--- src/hw/rtl/stack_calculator_engine_defines.svh ---
// assertion macros for the stack calculator engine
`ifndef STACK_CALCULATOR_ENGINE_DEFINES_SVH
`define STACK_CALCULATOR_ENGINE_DEFINES_SVH
`ifndef ASSERT_OFF
`define SCE_ASSERT(lbl, prop, msg) \
  lbl: assert property (@(posedge clk) disable iff (rst) prop) else $error(msg);
`define SCE_ASSERT_ALWAYS(lbl, prop, msg) \
  lbl: assert property (@(posedge clk) prop) else $error(msg);
`else
`define SCE_ASSERT(lbl, prop, msg)
`define SCE_ASSERT_ALWAYS(lbl, prop, msg)
`endif
`endif

--- src/hw/rtl/scm_pkg.sv ---
// constants and codes shared by the stack calculator engine
`timescale 1ns / 1ps
`default_nettype none
package scm_pkg;
  localparam int DATA_W = 32;
  localparam int DEFAULT_STACK_DEPTH = 16;

  localparam logic [7:0] CMD_PUSH  = 8'd1;
  localparam logic [7:0] CMD_PORT  = 8'd2;
  localparam logic [7:0] CMD_TOP   = 8'd4;
  localparam logic [7:0] CMD_DUMP  = 8'd5;
  localparam logic [7:0] CMD_SWAP  = 8'd7;
  localparam logic [7:0] CMD_NEG   = 8'd8;
  localparam logic [7:0] CMD_SUM   = 8'd10;
  localparam logic [7:0] CMD_ADD   = 8'd11;
  localparam logic [7:0] CMD_SUB   = 8'd12;
  localparam logic [7:0] CMD_MUL   = 8'd13;
  localparam logic [7:0] CMD_DIV   = 8'd14;
  localparam logic [7:0] CMD_CLEAR = 8'd254;
  localparam logic [7:0] CMD_HALT  = 8'd255;

  localparam logic [1:0] ERR_NONE  = 2'd0;
  localparam logic [1:0] ERR_UNDER = 2'd1;
  localparam logic [1:0] ERR_OVER  = 2'd2;
  localparam logic [1:0] ERR_DIVZ  = 2'd3;
endpackage
`default_nettype wire

--- src/hw/rtl/scm_ram.sv ---
// generic single write, single read ram with registered read
`timescale 1ns / 1ps
`default_nettype none
module scm_ram #(
  parameter int WIDTH = 32,
  parameter int DEPTH = 16
) (
  input  wire logic                     clk,
  input  wire logic                     we,
  input  wire logic [$clog2(DEPTH)-1:0] waddr,
  input  wire logic [WIDTH-1:0]         wdata,
  input  wire logic [$clog2(DEPTH)-1:0] raddr,
  output logic [WIDTH-1:0]              rdata
);
  logic [WIDTH-1:0] mem [DEPTH];

  // write port and registered read port
  always_ff @(posedge clk) begin
    if (we) begin
      mem[waddr] <= wdata;
    end
    rdata <= mem[raddr];
  end
endmodule
`default_nettype wire

--- src/hw/rtl/stack_calculator_engine.sv ---
// stack calculator engine top level: sequencer around the stack ram
//
//  channel   handshake            fields
//  command   start && !busy       operation[7:0] operand[31:0]
//  result    strobe (one cycle)   port[7:0] value[31:0] error[1:0] last
//
// push, port, clear, halt and any early error finish in the accept cycle.
// top, negate: read the top entry; add, sub, swap, mul: also the next;
// div: a 32-step radix-2 divider; dump and sum: one entry per cycle, set by
// the single read port of the stack ram. busy is high while a command runs.
// synchronous reset empties the stack, selects port 0 and clears halt.
// results are registered after they are formed and cannot be stalled.
`timescale 1ns / 1ps
`default_nettype none
`include "stack_calculator_engine_defines.svh"
module stack_calculator_engine
  import scm_pkg::*;
#(
  parameter int STACK_DEPTH = DEFAULT_STACK_DEPTH
) (
  input  wire logic               clk,
  input  wire logic               rst,
  input  wire logic               start,
  output logic                    busy,
  input  wire logic [7:0]         operation,
  input  wire logic signed [31:0] operand,
  output logic                    strobe,
  output logic [7:0]              port,
  output logic signed [31:0]      value,
  output logic [1:0]              error,
  output logic                    last
);
  localparam int AW = (STACK_DEPTH > 1) ? $clog2(STACK_DEPTH) : 1;
  localparam int CW = $clog2(STACK_DEPTH + 1);

  localparam logic [2:0] S_IDLE = 3'd0;
  localparam logic [2:0] S_TOP  = 3'd1;
  localparam logic [2:0] S_NXT  = 3'd2;
  localparam logic [2:0] S_SWP  = 3'd3;
  localparam logic [2:0] S_MUL  = 3'd4;
  localparam logic [2:0] S_DIV  = 3'd5;
  localparam logic [2:0] S_DFIN = 3'd6;
  localparam logic [2:0] S_WALK = 3'd7;

  logic [2:0]        state, state_next;
  logic [CW-1:0]     count, count_next;
  logic [7:0]        oport, oport_next;
  logic              halted, halted_next;
  logic [7:0]        op_r, op_r_next;
  logic [31:0]       t_r, t_r_next;
  logic [31:0]       n_r, n_r_next;
  logic [31:0]       acc, acc_next;
  logic [AW-1:0]     idx, idx_next;
  logic [31:0]       prod, prod_next;
  logic [31:0]       rem, rem_next;
  logic [31:0]       quo, quo_next;
  logic [31:0]       den, den_next;
  logic [4:0]        dcnt, dcnt_next;
  logic              qneg, qneg_next;

  logic              strobe_next;
  logic [31:0]       value_next;
  logic [1:0]        error_next;
  logic              last_next;

  logic              ram_we;
  logic [AW-1:0]     ram_waddr, ram_raddr;
  logic [31:0]       ram_wdata, ram_rdata;

  logic [CW-1:0]     top_c, nxt_c;
  logic [AW-1:0]     top_a, nxt_a;
  logic [32:0]       trial;
  logic [31:0]       shifted;
  logic [31:0]       walk_sum;

  assign top_c = count - CW'(1);
  assign nxt_c = count - CW'(2);
  assign top_a = top_c[AW-1:0];
  assign nxt_a = nxt_c[AW-1:0];

  // one divider step: shift in next dividend bit, trial subtract
  assign shifted  = {rem[30:0], quo[31]};
  assign trial    = {rem[31], shifted} - {1'b0, den};
  assign walk_sum = acc + ram_rdata;

  scm_ram #(
    .WIDTH (DATA_W),
    .DEPTH (STACK_DEPTH)
  ) u_stack (
    .clk   (clk),
    .we    (ram_we),
    .waddr (ram_waddr),
    .wdata (ram_wdata),
    .raddr (ram_raddr),
    .rdata (ram_rdata)
  );

  // command sequencer
  always_comb begin
    state_next  = state;
    count_next  = count;
    oport_next  = oport;
    halted_next = halted;
    op_r_next   = op_r;
    t_r_next    = t_r;
    n_r_next    = n_r;
    acc_next    = acc;
    idx_next    = idx;
    prod_next   = prod;
    rem_next    = rem;
    quo_next    = quo;
    den_next    = den;
    dcnt_next   = dcnt;
    qneg_next   = qneg;
    strobe_next = 1'b0;
    value_next  = 32'd0;
    error_next  = ERR_NONE;
    last_next   = 1'b1;
    ram_we      = 1'b0;
    ram_waddr   = top_a;
    ram_wdata   = 32'd0;
    ram_raddr   = top_a;

    case (state)
      S_IDLE: begin
        if (start && !halted) begin
          op_r_next = operation;
          case (operation)
            CMD_PUSH: begin
              if (count == CW'(STACK_DEPTH)) begin
                strobe_next = 1'b1;
                error_next  = ERR_OVER;
              end else begin
                ram_we     = 1'b1;
                ram_waddr  = count[AW-1:0];
                ram_wdata  = operand;
                count_next = count + CW'(1);
              end
            end
            CMD_PORT:  oport_next  = operand[7:0];
            CMD_CLEAR: count_next  = '0;
            CMD_HALT:  halted_next = 1'b1;
            CMD_TOP, CMD_NEG: begin
              if (count == '0) begin
                strobe_next = 1'b1;
                error_next  = ERR_UNDER;
              end else begin
                state_next = S_TOP;
              end
            end
            CMD_SWAP, CMD_ADD, CMD_SUB, CMD_MUL, CMD_DIV: begin
              if (count < CW'(2)) begin
                strobe_next = 1'b1;
                error_next  = ERR_UNDER;
              end else begin
                state_next = S_TOP;
              end
            end
            CMD_DUMP, CMD_SUM: begin
              if (count != '0) begin
                acc_next   = 32'd0;
                idx_next   = top_a;
                state_next = S_WALK;
              end
            end
            default: ;
          endcase
        end
      end
      // top entry is on the read data
      S_TOP: begin
        t_r_next = ram_rdata;
        if (op_r == CMD_TOP) begin
          strobe_next = 1'b1;
          value_next  = ram_rdata;
          state_next  = S_IDLE;
        end else if (op_r == CMD_NEG) begin
          ram_we     = 1'b1;
          ram_wdata  = 32'd0 - ram_rdata;
          state_next = S_IDLE;
        end else begin
          ram_raddr  = nxt_a;
          state_next = S_NXT;
        end
      end
      // next entry is on the read data
      S_NXT: begin
        n_r_next  = ram_rdata;
        ram_waddr = nxt_a;
        case (op_r)
          CMD_SWAP: begin
            ram_we     = 1'b1;
            ram_wdata  = t_r;
            state_next = S_SWP;
          end
          CMD_ADD, CMD_SUB: begin
            ram_we      = 1'b1;
            ram_wdata   = (op_r == CMD_ADD) ? ram_rdata + t_r : ram_rdata - t_r;
            value_next  = ram_wdata;
            strobe_next = 1'b1;
            count_next  = top_c;
            state_next  = S_IDLE;
          end
          CMD_MUL: begin
            prod_next  = ram_rdata * t_r;
            state_next = S_MUL;
          end
          default: begin
            if (t_r == 32'd0) begin
              strobe_next = 1'b1;
              error_next  = ERR_DIVZ;
              state_next  = S_IDLE;
            end else begin
              qneg_next  = ram_rdata[31] ^ t_r[31];
              quo_next   = ram_rdata[31] ? 32'd0 - ram_rdata : ram_rdata;
              den_next   = t_r[31] ? 32'd0 - t_r : t_r;
              rem_next   = 32'd0;
              dcnt_next  = 5'd0;
              state_next = S_DIV;
            end
          end
        endcase
      end
      S_SWP: begin
        ram_we     = 1'b1;
        ram_wdata  = n_r;
        state_next = S_IDLE;
      end
      S_MUL: begin
        ram_we      = 1'b1;
        ram_waddr   = nxt_a;
        ram_wdata   = prod;
        value_next  = prod;
        strobe_next = 1'b1;
        count_next  = top_c;
        state_next  = S_IDLE;
      end
      // restoring division, one quotient bit per cycle
      S_DIV: begin
        if (trial[32]) begin
          rem_next = shifted;
          quo_next = {quo[30:0], 1'b0};
        end else begin
          rem_next = trial[31:0];
          quo_next = {quo[30:0], 1'b1};
        end
        dcnt_next = dcnt + 5'd1;
        if (dcnt == 5'd31) begin
          state_next = S_DFIN;
        end
      end
      S_DFIN: begin
        ram_we      = 1'b1;
        ram_waddr   = nxt_a;
        ram_wdata   = qneg ? 32'd0 - quo : quo;
        value_next  = ram_wdata;
        strobe_next = 1'b1;
        count_next  = top_c;
        state_next  = S_IDLE;
      end
      // entry at idx is on the read data, walk toward the bottom
      S_WALK: begin
        acc_next    = walk_sum;
        strobe_next = 1'b1;
        value_next  = (op_r == CMD_SUM) ? walk_sum : ram_rdata;
        last_next   = (idx == '0);
        ram_raddr   = idx - AW'(1);
        idx_next    = idx - AW'(1);
        if (idx == '0) begin
          state_next = S_IDLE;
        end
      end
      default: state_next = S_IDLE;
    endcase
  end

  // control registers
  always_ff @(posedge clk) begin
    if (rst) begin
      state  <= S_IDLE;
      count  <= '0;
      oport  <= 8'd0;
      halted <= 1'b0;
      strobe <= 1'b0;
    end else begin
      state  <= state_next;
      count  <= count_next;
      oport  <= oport_next;
      halted <= halted_next;
      strobe <= strobe_next;
    end
  end

  // datapath and result registers
  always_ff @(posedge clk) begin
    op_r  <= op_r_next;
    t_r   <= t_r_next;
    n_r   <= n_r_next;
    acc   <= acc_next;
    idx   <= idx_next;
    prod  <= prod_next;
    rem   <= rem_next;
    quo   <= quo_next;
    den   <= den_next;
    dcnt  <= dcnt_next;
    qneg  <= qneg_next;
    port  <= oport;
    value <= value_next;
    error <= error_next;
    last  <= last_next;
  end

  assign busy = (state != S_IDLE);

  `SCE_ASSERT(a_err_last, strobe && (error != ERR_NONE) |-> last && (value == 32'd0), "error without last")
  `SCE_ASSERT(a_div_seq, (state == S_DIV) |=> (state == S_DIV) || (state == S_DFIN), "divider left early")
  `SCE_ASSERT(a_walk_end, (state == S_WALK) && (idx == '0) |=> (state == S_IDLE) && strobe && last, "walk end")
  `SCE_ASSERT(a_count_max, count <= CW'(STACK_DEPTH), "stack count beyond depth")
endmodule
`default_nettype wire

--- config.mk ---
export PLATFORM = sky130hd
export DESIGN_NAME = stack_calculator_engine
export DESIGN_NICKNAME = d
export VERILOG_FILES = /design/src/hw/rtl/scm_pkg.sv /design/src/hw/rtl/scm_ram.sv /design/src/hw/rtl/stack_calculator_engine.sv
export VERILOG_INCLUDE_DIRS = /design/src /design/src/hw/rtl
export SDC_FILE = /design/constraint.sdc
export NUM_CORES = 2
export LEC_CHECK = 0
export BUFFER_PORTS_ARGS = -buffer_cell sky130_fd_sc_hd__buf_2
export CORE_MARGIN = 2
export CORE_UTILIZATION = 50
export CTS_BUF_LIST = sky130_fd_sc_hd__clkbuf_4
export DETAILED_ROUTE_END_ITERATION = 10
export PLACE_DENSITY = 0.76
export SLEW_MARGIN = 20
export SYNTH_ARGS = -nofsm -noshare
export SYNTH_HDL_FRONTEND = slang
export SYNTH_SLANG_ARGS = --single-unit
--- constraint.sdc ---
create_clock -name clk -period 7 [get_ports clk]
set_clock_uncertainty 0.1 [all_clocks]
set_input_delay 0.35 -clock clk [delete_from_list [all_inputs] [get_ports clk]]
set_output_delay 0.35 -clock clk [all_outputs]
set_load 0.005 [all_outputs]
==> metrics.cfg <==
[route]
via_per_inst=5.91
routedWlPerCell_um=23.8
vias=43418
dr.pass1.iters=7
routed_wl_um=175000
drc=0
drtIter0Drc=4853
ant_nets=0

[clock_network]
cts_made_buffers=212
cts_tree=built
worstSkewPairLatency_ns=1.23
cts.clk_slew.worst_paths_ns=0.06
cts_sinks=847
h-tree-depth=4
root_buffer=clkbuf_4
clk_path_buf_depth=3

[finish]
area_delta_synth_final_pct=13.9
utilization_pct=57.3
final_area_um2=64400
n_fill_cell=9284
nNetsFinal=6333
drive_gt1_share_pct=14.9

[synth]
synth_top_area_share_pct=40.1
yosysTopAreaCell=edfxtp_1
synth-edff-count=754
ys_ff_latch=847
synth.area.top_cells=edfxtp_1 (40%), fa_1 (15%), ha_1 (5.1%), and2_1 (4.9%), nand2_1 (4.8%)
syn_inst=5289
yosys_warnings=0
synth_flop_cell=edfxtp_1
synthArstFlopShare_pct=0
ys_seq_area_share_pct=43.4
syn_avg_cell_area_um2=10.7
synth_nets=5972
netlist-cell-type-count=83
netlist_area_um2=56500

[critical_path]
required_ns=7.81
cp_max_fo=5
cp-end-kind=flip-flop
worst-r2r-setup-slack_ns=-0.26
reg2reg_from=t_r[2]
cp_cell_sequence=buf_6 > and2_4 > fa_1 > inv_1 > fa_1 > fa_1 > inv_2 > fa_1 > ha_4 > ha_4 > inv_2 > fa_2 > inv_2 > fa_2 > ha_4 > or4_1 > o32a_1 > a41o_1 > a211o_1 > a21o_1 > a221o_1 > o31ai_2 > mux2i_1 > nand2_1
crit_buf_inv=5
critPathKind=flip-flop to flip-flop
cp.arrival_ns=8.07
cp_slowest_cell=fa_1
r2r_cells=24
critical-path-max-stage-delay_ns=0.58
path_delay_family=adder cells
cp-start-kind=flip-flop
r2r_end=prod[30]
path_common_cell=fa_1

[floorplanning]
initial_core_util_pct=50.3
pin_count=88
die_y_um=340
core.rowCount=123
core_area_um2=112000
die_w_um=340
die-area_um2=116000

[status]
status=complete, but fails checks
violations=negative setup slack

[global_route]
grt_pass1_vias=43082
globalRouteTotalUtil_pct=29.9
grt_pass1_wl_um=261000
grt_max_degree=143
antenna_found_initial=14
grt_overflow=0

[timing]
setup_viol=9
tightestPinTransition_ns=1.12
grt_setup_unrepaired=true
final-max-slew-violation-count=0
fmax_mhz=138
timing.final.ws_setup_ns=-0.261
hold_viol_final=0
hold_ws_ns=0.0932
fin_crit_sh_pct=104
relSlewSlack_pct=24.7
post-route-min-period_ns=7.26

[hold_path]
whs_path_depth=4
min-delay-start=operation[1]
holdPathEnd=halted
hold_class=primary input to flip-flop

[place]
routabilityCongestion=1.01
dp_worst_setup_slack_ns=-0.359
hpwlAfterDp_um=124000
dpl_cell_area_um2=60200
portBuffers=87

[flow_run]
cap_violations=0

state kept, by name, summed over array words and instances, names as in the netlist, 8 cells and up:
register	cells
u_stack.rdata	32
op_r	8
quo	32
prod	32
t_r	32
den	32
rem	32
u_stack.mem	512
port	8
n_r	32
value	32
acc	32
oport	8
layout by cell type (no fill, tap or decap), drive strengths merged, types with 19 or more instances in the layout:
cell / netlist / routed
a211oi: 201 / 201
a21o: 53 / 53
a21oi: 225 / 225
a22oi: 22 / 22
a311oi: 67 / 67
a31oi: 77 / 77
and2: 442 / 442
buf: 37 / 397
clkbuf: 286 / 312
clkinv: 0 / 70
dfxtp: 93 / 93
dlygate4sd3: 0 / 73
edfxtp: 754 / 754
fa: 411 / 411
ha: 229 / 229
inv: 465 / 470
mux2i: 38 / 38
nand2: 725 / 725
nand2b: 35 / 35
nand3: 37 / 37
nor2: 254 / 254
nor2b: 23 / 23
nor3: 36 / 36
o211ai: 19 / 19
o21a: 21 / 21
o21ai: 143 / 143
o31ai: 27 / 27
or3: 35 / 35
xnor2: 194 / 194
xor2: 124 / 124
metal layers:
layer	vias up	track usage, %	part of all wire, %
met5	-	0	0.025
met4	6	14.2	5.5
met3	492	7.34	11
met2	2408	46.9	45
met1	21393	39.2	38
li1	19119	-	-
area by class of cell:
cell class / count / area (um^2) / share of cell area [%]
Timing Repair Buffer: 470 / 3700 / 5.74
Clock inverter: 82 / 557 / 0.865
Multi-Input combinational cell: 3654 / 29600 / 46.0
Clock buffer: 312 / 2340 / 3.64
Antenna cell: 15 / 37.5 / 0.0583
Inverter: 465 / 1750 / 2.71
Sequential cell: 847 / 24500 / 38.1
Tap cell: 1500 / 1880 / 2.92
what timing repair did:
action	in CTS	in global routing
hold buffers	72	1
endpoints found under the setup margin	9	12
gates cloned	0	0
resized for setup	20	47
buffers inserted	17	6
pin swaps	9	25
endpoints found under the hold margin	448	8
kinds of logic (layout without fill, tap and decap cells):
kind of cell | count (synthesis) | in the layout | share of synthesized area [%]
simple gates | 1668 | 1668 | 14.2
fa+ha+maj | 640 | 640 | 19.6
other cells | 0 | 15 | 0
flops | 847 | 847 | 43.4
mux | 38 | 38 | 0.673
buf+inv | 788 | 1329 | 5.32
xor+xnor | 318 | 318 | 4.93
compound gates | 990 | 990 | 11.9
worst max-delay path by stage:
stage	to	startpoint	slack [ns]	cells after the start
detailed placement	prod[31]	t_r[2]	-0.36	27
floorplan	prod[30]	t_r[2]	-0.19	23
finish	prod[30]	t_r[2]	-0.26	24
global route	prod[30]	t_r[2]	-0.49	24
CTS	prod[30]	t_r[2]	-0.29	22
global placement	prod[30]	t_r[2]	-0.31	22
cells in the mapped netlist, types with 8 or more instances:
cell type / instances
a21o_1: 53
ha_1: 229
clkbuf_1: 286
o21a_1: 21
and3_1: 14
xor2_1: 124
edfxtp_1: 754
a211oi_1: 201
a21oi_1: 225
o211ai_1: 19
or3_1: 32
a211o_1: 10
buf_1: 12
nor4_1: 10
o2111ai_1: 15
a31oi_1: 77
dfxtp_1: 93
nor2_1: 254
nand2_1: 725
nor2b_1: 23
o21ai_0: 140
a222oi_1: 8
xnor2_1: 194
or2_2: 9
fa_1: 411
a22oi_1: 22
o31ai_1: 26
nand2b_1: 34
inv_1: 465
a311oi_1: 67
mux2i_1: 38
and2_1: 438
nand3_1: 36
or4_1: 12
o22ai_1: 10
nor3_1: 35
buf_2: 22
o41ai_1: 12
o21bai_1: 8
nand4_1: 17
worst register-to-register path, delay by kind of cell, from the launching register on:
kind	cells	cell delay (ns)
AOI/OAI and AO/OA	6	1.68
and+or+nand+nor	3	0.69
adders and majority gates	9	3.60
muxes	1	0.21
buffers and inverters	5	0.33
DFF	1	0.42
stage by stage:
| stage | instances | setup TNS (ns) |
|---|---|---|
| 2_1_floorplan | 5289 | -0.191 |
| 3_3_place_gp | 6840 | -1.25 |
| 3_5_place_dp | 6840 | -1.69 |
| 4_1_cts | 7323 | -0.982 |
| 5_1_grt | 7334 | -3.31 |
| 6_report | 7345 | -1.36 |
Power is not shown: default switching activity piles up to over one toggle a cycle in this logic, so the estimate is an artifact.
